<file path="src/rtl/m3sh_pkg.sv">
// Shared types and constants for the streaming MurmurHash3 body core.
// No dependencies; imported by every module of the block.
`timescale 1ns / 1ps

package m3sh_pkg;

    localparam int WORD_W      = 32;
    localparam int COUNT_W     = 3;
    localparam int CFG_IDX_W   = 2;
    localparam int QUEUE_DEPTH = 2;

    localparam logic [CFG_IDX_W-1:0] CFG_SEED       = 2'd0;
    localparam logic [CFG_IDX_W-1:0] CFG_MULT_FIRST  = 2'd1;
    localparam logic [CFG_IDX_W-1:0] CFG_MULT_SECOND = 2'd2;

    localparam logic [WORD_W-1:0] MULT_FIRST_RESET  = 32'hcc9e2d51;
    localparam logic [WORD_W-1:0] MULT_SECOND_RESET = 32'h1b873593;
    localparam logic [WORD_W-1:0] HASH_ADD_CONST    = 32'he6546b64;
    localparam int KEY_ROT  = 15;
    localparam int HASH_ROT = 13;

    localparam logic [COUNT_W-1:0] FULL_WORD_BYTES = 3'd4;

    typedef struct packed {
        logic [WORD_W-1:0] key;
        logic              full;
        logic              ends;
    } item_t;

    typedef struct packed {
        logic [WORD_W-1:0] seed;
        logic [WORD_W-1:0] mult_first;
        logic [WORD_W-1:0] mult_second;
    } cfg_t;

    typedef enum logic [2:0] {
        ST_IDLE,
        ST_MUL1,
        ST_MUL2,
        ST_UPDATE,
        ST_OUT
    } back_state_t;

    function automatic logic [WORD_W-1:0] rotl(input logic [WORD_W-1:0] x, input int r);
        rotl = (x << r) | (x >> (WORD_W - r));
    endfunction

endpackage

</file>
<file path="src/rtl/murmur3_stream_hash_body_core.sv">
// Top level of the streaming MurmurHash3 x86_32 body core (no final avalanche).
// Depends on m3sh_pkg, m3sh_front, m3sh_queue and m3sh_back.
`timescale 1ns / 1ps

// Each input beat carries up to four little-endian message bytes. The front end
// masks and classifies a beat in the cycle it is accepted and places it in a
// two-entry queue, so s_ready stays high while the queue has room. The back end
// takes one beat at a time and works through it in order: a load in ST_IDLE,
// the two key multiplications (seed-independent mixing) in ST_MUL1 and ST_MUL2,
// then the hash update in ST_UPDATE, and takes no new beat until it is through
// with the last. A beat that ends the message (a tail of 0 to 3 bytes, or last
// set) holds m_valid until m_ready, before the next beat. Configuration writes
// take effect at once and are meant to happen only while the core is idle.

module murmur3_stream_hash_body_core (
    input  logic                           aclk,
    input  logic                           aresetn,
    input  logic                           cfg_we,
    input  logic [m3sh_pkg::CFG_IDX_W-1:0] cfg_index,
    input  logic [m3sh_pkg::WORD_W-1:0]    cfg_wdata,
    input  logic                           s_valid,
    output logic                           s_ready,
    input  logic [m3sh_pkg::WORD_W-1:0]    s_data_word,
    input  logic [m3sh_pkg::COUNT_W-1:0]   s_valid_bytes,
    input  logic                           s_last,
    output logic                           m_valid,
    input  logic                           m_ready,
    output logic [m3sh_pkg::WORD_W-1:0]    m_hash_value
);
    import m3sh_pkg::*;

    cfg_t  cfg_reg, cfg_next;
    logic  push_valid, push_ready;
    item_t push_item;
    logic  pop_valid, pop_ready;
    item_t pop_item;

    always_comb begin
        cfg_next = cfg_reg;
        if (cfg_we) begin
            case (cfg_index)
                CFG_SEED:        cfg_next.seed        = cfg_wdata;
                CFG_MULT_FIRST:  cfg_next.mult_first  = cfg_wdata;
                CFG_MULT_SECOND: cfg_next.mult_second = cfg_wdata;
                default:         cfg_next = cfg_reg;
            endcase
        end
    end

    always_ff @(posedge aclk) begin
        if (!aresetn) begin
            cfg_reg.seed        <= '0;
            cfg_reg.mult_first  <= MULT_FIRST_RESET;
            cfg_reg.mult_second <= MULT_SECOND_RESET;
        end else begin
            cfg_reg <= cfg_next;
        end
    end

    m3sh_front u_front (
        .s_valid       (s_valid),
        .s_ready       (s_ready),
        .s_data_word   (s_data_word),
        .s_valid_bytes (s_valid_bytes),
        .s_last        (s_last),
        .push_valid    (push_valid),
        .push_ready    (push_ready),
        .push_item     (push_item)
    );

    m3sh_queue u_queue (
        .aclk       (aclk),
        .aresetn    (aresetn),
        .push_valid (push_valid),
        .push_ready (push_ready),
        .push_item  (push_item),
        .pop_valid  (pop_valid),
        .pop_ready  (pop_ready),
        .pop_item   (pop_item)
    );

    m3sh_back u_back (
        .aclk         (aclk),
        .aresetn      (aresetn),
        .cfg          (cfg_reg),
        .pop_valid    (pop_valid),
        .pop_ready    (pop_ready),
        .pop_item     (pop_item),
        .m_valid      (m_valid),
        .m_ready      (m_ready),
        .m_hash_value (m_hash_value)
    );

endmodule

</file>
<file path="src/rtl/m3sh_front.sv">
// Front end: accepts input beats, masks tail bytes and classifies each beat.
// Depends on m3sh_pkg; feeds m3sh_queue.
`timescale 1ns / 1ps

module m3sh_front (
    input  logic                           s_valid,
    output logic                           s_ready,
    input  logic [m3sh_pkg::WORD_W-1:0]    s_data_word,
    input  logic [m3sh_pkg::COUNT_W-1:0]   s_valid_bytes,
    input  logic                           s_last,
    output logic                           push_valid,
    input  logic                           push_ready,
    output m3sh_pkg::item_t                push_item
);
    import m3sh_pkg::*;

    logic [WORD_W-1:0] mask;
    logic              full;

    always_comb begin
        full = (s_valid_bytes >= FULL_WORD_BYTES);
        case (s_valid_bytes)
            3'd0:    mask = 32'h0000_0000;
            3'd1:    mask = 32'h0000_00ff;
            3'd2:    mask = 32'h0000_ffff;
            3'd3:    mask = 32'h00ff_ffff;
            default: mask = 32'hffff_ffff;
        endcase
    end

    assign s_ready          = push_ready;
    assign push_valid       = s_valid;
    assign push_item.key    = s_data_word & mask;
    assign push_item.full   = full;
    assign push_item.ends   = !full || s_last;

endmodule

</file>
<file path="src/rtl/m3sh_queue.sv">
// Short register queue of classified beats between front and back end.
// Depends on m3sh_pkg for the item type and depth.
`timescale 1ns / 1ps

module m3sh_queue (
    input  logic            aclk,
    input  logic            aresetn,
    input  logic            push_valid,
    output logic            push_ready,
    input  m3sh_pkg::item_t push_item,
    output logic            pop_valid,
    input  logic            pop_ready,
    output m3sh_pkg::item_t pop_item
);
    import m3sh_pkg::*;

    localparam int PTR_W = $clog2(QUEUE_DEPTH);
    localparam int CNT_W = $clog2(QUEUE_DEPTH + 1);

    item_t             entry_reg [QUEUE_DEPTH];
    logic [PTR_W-1:0]  wr_ptr_reg, wr_ptr_next;
    logic [PTR_W-1:0]  rd_ptr_reg, rd_ptr_next;
    logic [CNT_W-1:0]  count_reg, count_next;
    logic              do_push, do_pop;

    assign push_ready = (count_reg != CNT_W'(QUEUE_DEPTH));
    assign pop_valid  = (count_reg != '0);
    assign pop_item   = entry_reg[rd_ptr_reg];
    assign do_push    = push_valid && push_ready;
    assign do_pop     = pop_valid && pop_ready;

    always_comb begin
        wr_ptr_next = wr_ptr_reg;
        rd_ptr_next = rd_ptr_reg;
        count_next  = count_reg;
        if (do_push) begin
            wr_ptr_next = (wr_ptr_reg == PTR_W'(QUEUE_DEPTH - 1)) ? '0
                                                                  : wr_ptr_reg + PTR_W'(1);
        end
        if (do_pop) begin
            rd_ptr_next = (rd_ptr_reg == PTR_W'(QUEUE_DEPTH - 1)) ? '0
                                                                  : rd_ptr_reg + PTR_W'(1);
        end
        if (do_push && !do_pop) begin
            count_next = count_reg + CNT_W'(1);
        end else if (do_pop && !do_push) begin
            count_next = count_reg - CNT_W'(1);
        end
    end

    always_ff @(posedge aclk) begin
        if (!aresetn) begin
            wr_ptr_reg <= '0;
            rd_ptr_reg <= '0;
            count_reg  <= '0;
        end else begin
            wr_ptr_reg <= wr_ptr_next;
            rd_ptr_reg <= rd_ptr_next;
            count_reg  <= count_next;
        end
    end

    always_ff @(posedge aclk) begin
        if (do_push) begin
            entry_reg[wr_ptr_reg] <= push_item;
        end
    end

endmodule

</file>
<file path="src/rtl/m3sh_back.sv">
// Back end: key mixing over two multiplier steps, hash update and result beat.
// Depends on m3sh_pkg; drains m3sh_queue.
`timescale 1ns / 1ps

module m3sh_back (
    input  logic                         aclk,
    input  logic                         aresetn,
    input  m3sh_pkg::cfg_t               cfg,
    input  logic                         pop_valid,
    output logic                         pop_ready,
    input  m3sh_pkg::item_t              pop_item,
    output logic                         m_valid,
    input  logic                         m_ready,
    output logic [m3sh_pkg::WORD_W-1:0]  m_hash_value
);
    import m3sh_pkg::*;

    back_state_t       state_reg, state_next;
    logic [WORD_W-1:0] key_reg, key_next;
    logic [WORD_W-1:0] hash_reg, hash_next;
    logic              full_reg, full_next;
    logic              ends_reg, ends_next;
    logic              start_reg, start_next;
    logic [WORD_W-1:0] mixed_hash;
    logic [WORD_W-1:0] rot_hash;

    always_comb begin
        mixed_hash = (start_reg ? cfg.seed : hash_reg) ^ key_reg;
        rot_hash   = rotl(mixed_hash, HASH_ROT);
    end

    always_comb begin
        state_next = state_reg;
        case (state_reg)
            ST_IDLE:   if (pop_valid) state_next = ST_MUL1;
            ST_MUL1:   state_next = ST_MUL2;
            ST_MUL2:   state_next = ST_UPDATE;
            ST_UPDATE: state_next = ends_reg ? ST_OUT : ST_IDLE;
            ST_OUT:    if (m_ready) state_next = ST_IDLE;
            default:   state_next = ST_IDLE;
        endcase
    end

    always_comb begin
        pop_ready  = 1'b0;
        m_valid    = 1'b0;
        key_next   = key_reg;
        hash_next  = hash_reg;
        full_next  = full_reg;
        ends_next  = ends_reg;
        start_next = start_reg;
        case (state_reg)
            ST_IDLE: begin
                pop_ready = 1'b1;
                key_next  = pop_item.key;
                full_next = pop_item.full;
                ends_next = pop_item.ends;
            end
            ST_MUL1: begin
                key_next = key_reg * cfg.mult_first;
            end
            ST_MUL2: begin
                key_next = rotl(key_reg, KEY_ROT) * cfg.mult_second;
            end
            ST_UPDATE: begin
                hash_next  = full_reg ? ((rot_hash << 2) + rot_hash + HASH_ADD_CONST)
                                      : mixed_hash;
                start_next = ends_reg;
            end
            ST_OUT: begin
                m_valid = 1'b1;
            end
            default: begin
            end
        endcase
    end

    assign m_hash_value = hash_reg;

    always_ff @(posedge aclk) begin
        if (!aresetn) begin
            state_reg <= ST_IDLE;
            start_reg <= 1'b1;
            hash_reg  <= '0;
        end else begin
            state_reg <= state_next;
            start_reg <= start_next;
            hash_reg  <= hash_next;
        end
    end

    always_ff @(posedge aclk) begin
        key_reg  <= key_next;
        full_reg <= full_next;
        ends_reg <= ends_next;
    end

endmodule
</file>
<file path="config.mk">
export PLATFORM = sky130hd
export DESIGN_NAME = murmur3_stream_hash_body_core
export DESIGN_NICKNAME = d
export VERILOG_FILES = /design/src/rtl/m3sh_pkg.sv /design/src/rtl/murmur3_stream_hash_body_core.sv /design/src/rtl/m3sh_front.sv /design/src/rtl/m3sh_queue.sv /design/src/rtl/m3sh_back.sv
export SDC_FILE = /design/constraint.sdc
export NUM_CORES = 2
export LEC_CHECK = 0
export ABC_AREA = 1
export BUFFER_PORTS_ARGS = -buffer_cell sky130_fd_sc_hd__buf_2
export CAP_MARGIN = 20
export CORE_MARGIN = 2
export CORE_UTILIZATION = 29
export CTS_CLUSTER_DIAMETER = 120
export DETAILED_ROUTE_END_ITERATION = 7
export PLACE_DENSITY = 0.54
export REMOVE_ABC_BUFFERS = 1
export SLEW_MARGIN = 20
export SYNTH_ARGS = -nofsm -noshare
export SYNTH_HDL_FRONTEND = slang
export SYNTH_SLANG_ARGS = --single-unit
</file>
<file path="constraint.sdc">
create_clock -name aclk -period 17.1 [get_ports aclk]
set_clock_uncertainty 0.05 [all_clocks]
set_input_delay 3.42 -clock aclk [delete_from_list [all_inputs] [get_ports aclk]]
set_output_delay 3.42 -clock aclk [all_outputs]
set_load 0.005 [all_outputs]
</file>
==> impl_results.md <==
- IO Count: 109
- DR vias/cell: 4.64
- Peak Freq: 0.126 GHz
- Final min period: 7.92 ns
- Dominant cells by area after synthesis: fa_1 36%, inv_1 14%, nand2_1 13%
- Clk sinks: 239
- Post-CTS setup buffers: 0
- Area leader, netlist: fa_1
- Total grt overflow: 0
- Final net count: 7091
- Share of post-route cells with drive strength above 1: 5.19%
- Gate Count Post-Synth: 5969
- Largest net degree at the start of global routing: 76
- Final TNS setup: 0 ns
- Commonest non-fill, non-tap cell in the layout: inv_1
- Commonest non-fill, non-tap cells in the layout: 1648 x inv_1, 1599 x nand2_1, 817 x fa_1, 304 x ha_1, 236 x nor2_1
- Routed WL: 146000 µm
- Gp weighted congestion: 0.902
- Fin crit share: 46.3%
- Crit path kind: register to register
- Slew @ Worst Pin: 1.19 ns
- H-Tree Depth: 1
- DP HPWL: 116000 µm
- FF+latch count, synth: 239
- Mapped Area: 0.0455 mm²
- MaxCap Viol Count: 0
- Core area: 0.156 mm²
- CTS clk-pin slew, worst paths: 0.07 ns
- Total GRT Usage: 18.6%
- Hold Buf Count CTS: 0
- Main synth FF type: dfxtp_1
- CP max FO: 23
- Row cnt: 145
- Hold crit path type: register to register
- Vias in the first global route: 38.8k
- Post-synth EDFFs: 102
- Ant diodes: 0
- Final setup viols: 0
- DIE HEIGHT: 400 µm
- Top cell type's share of synthesized area: 36.0%
- Vias: 37.0k
- Final max-slew violation count: 0
- Cells after DPL: 7924
- Starting density of the core: 29.2%
- Yosys cell types: 55
- Die Wd: 400 µm
- Post-Layout Cell Count: 7972
- CTS buffer count: 27
- Syn Area/Cell: 7.62 µm²
- RSZ-0062 raised after global routing: no
- Clock root buffer: clkbuf_16
- Critical Path RT: 17.32 ns
- CTS max path bufs: 3
- Asr flop ratio synth: 0%
- Area growth syn-to-layout: 7.69%
- 1st-iter DRT viols: 2851
- Final-report hold violation count: 0
- Syn. warnings: 0
- Max FFs per register: 96
- Status: finished, final reports clean
- Startpoint Class: register
- Seq/Total Area, Yosys: 12.8%
- Insertion delay to the later sink of the worst-skew pair: 0.58 ns
- Port Buf Inserts: 108
- FF-to-FF path depth: 24
- Detail Route Antenna Nets: 0
- Worst hold path depth: 2
- # DRC: 0
- Critical Path AT: 8.14 ns
- Routed wire length per instance: 18.3 µm
- Antenna violations before repair: 4
- Initial DRT Pass Iterations: 5
- Worst Setup End Kind: register
- First-pass GRT wire length: 229000 µm
- Die Area: 0.160 mm²
- Fillers: 16.7k
- CTS resizes: 0
- CTS tree: done
- Max-Slew Margin vs Limit: 20.7%
-- synth_stat cells (3+ instances only) --
master,number
a21oi_2,5
o211ai_1,33
nand3b_1,21
inv_2,3
nand2_2,4
buf_4,19
o221ai_1,10
clkbuf_1,183
nand3_2,3
mux2i_1,26
inv_1,1650
o21bai_1,13
mux2_2,28
a21oi_1,163
edfxtp_1,102
fa_1,817
or2_1,4
nand2_1,1599
nor2_1,240
buf_2,29
xnor2_1,47
nand3_1,159
nand4_1,23
xor2_1,30
o21ai_0,168
a221oi_1,5
or2_2,5
o21a_1,4
dfxtp_1,137
a211oi_1,5
a21o_1,12
a31oi_1,5
buf_6,3
ha_1,304
or2_0,3
buf_1,57
nor3_1,12
o21ai_1,12
nor3_2,3
clkbuf_2,4
-- cells by family after synthesis --
kind of cell             count (synthesis)  synth area share [%]
buffers and inverters                 1949                  16.4
AND/OR/NAND/NOR                       2082                  18.2
AO/OA/AOI/OAI                          446                  5.57
flip-flops                             239                  12.8
adder cells (fa/ha/maj)               1121                  44.3
multiplexers                            54                  1.27
XOR/XNOR                                78                  1.52
-- critical path: stages, from the launching register on --
cell,delay (ns)
edfxtp_1,0.79
buf_4,0.45
nand2_1,0.13
fa_1,0.44
inv_1,0.07
fa_1,0.43
fa_1,0.52
inv_1,0.05
fa_1,0.47
inv_1,0.05
fa_1,0.50
inv_1,0.06
fa_1,0.54
inv_1,0.05
fa_1,0.52
fa_1,0.42
ha_1,0.36
a21oi_1,0.27
o21a_1,0.21
o21ai_0,0.09
nand2_1,0.07
nand3_1,0.20
a21o_1,0.23
o21ai_0,0.42
o211ai_1,0.16
-- layout make-up --
class / instances / area, µm² / share of cell area (%)
Clock buffer: 34 / 722 / 1.47
Clock inverter: 14 / 218 / 0.444
Inverter: 1654 / 6210 / 12.7
Multi-Input combinational cell: 3781 / 32300 / 65.9
Sequential cell: 239 / 5810 / 11.9
Tap cell: 2058 / 2570 / 5.26
Timing Repair Buffer: 192 / 1180 / 2.41
-- worst paths after layout --
path                          startpoint                      endpoint  slack [ns]
min             cfg_reg[63]$_SDFFE_PN1P_      cfg_reg[63]$_SDFFE_PN1P_        0.42
max reg2reg  u_back.key_reg[8]$_DFFE_PP_  u_back.key_reg[29]$_DFFE_PP_        9.18
min reg2reg     cfg_reg[63]$_SDFFE_PN1P_      cfg_reg[63]$_SDFFE_PN1P_        0.42
max          u_back.key_reg[8]$_DFFE_PP_  u_back.key_reg[29]$_DFFE_PP_        9.18
-- metal layers --
| layer | wire (µm) | GRT usage, % |
|---|---|---|
| met5 | 12 | 0 |
| met4 | 2960 | 3.71 |
| met3 | 9130 | 1.86 |
| met2 | 69000 | 31.3 |
| met1 | 64600 | 25.8 |
-- per-stage QoR --
| step | setup WS [ns] | utilization (%) | cell area [µm²] | hold WS [ns] |
|---|---|---|---|---|
| after floorplan | 10.23 | - | 44200 | 0.379 |
| after global placement | 9.24 | 30.8 | 48000 | 0.396 |
| after detailed placement | 9.25 | 30.8 | 48000 | 0.401 |
| after CTS | 9.23 | 31.4 | 49000 | 0.416 |
| after global routing | 8.82 | 31.4 | 49000 | 0.451 |
| final | 9.18 | 31.4 | 49000 | 0.423 |
Power is left out: the tool's default activity adds up to more than one toggle a clock period on the data nets, which glitch-free logic cannot reach.
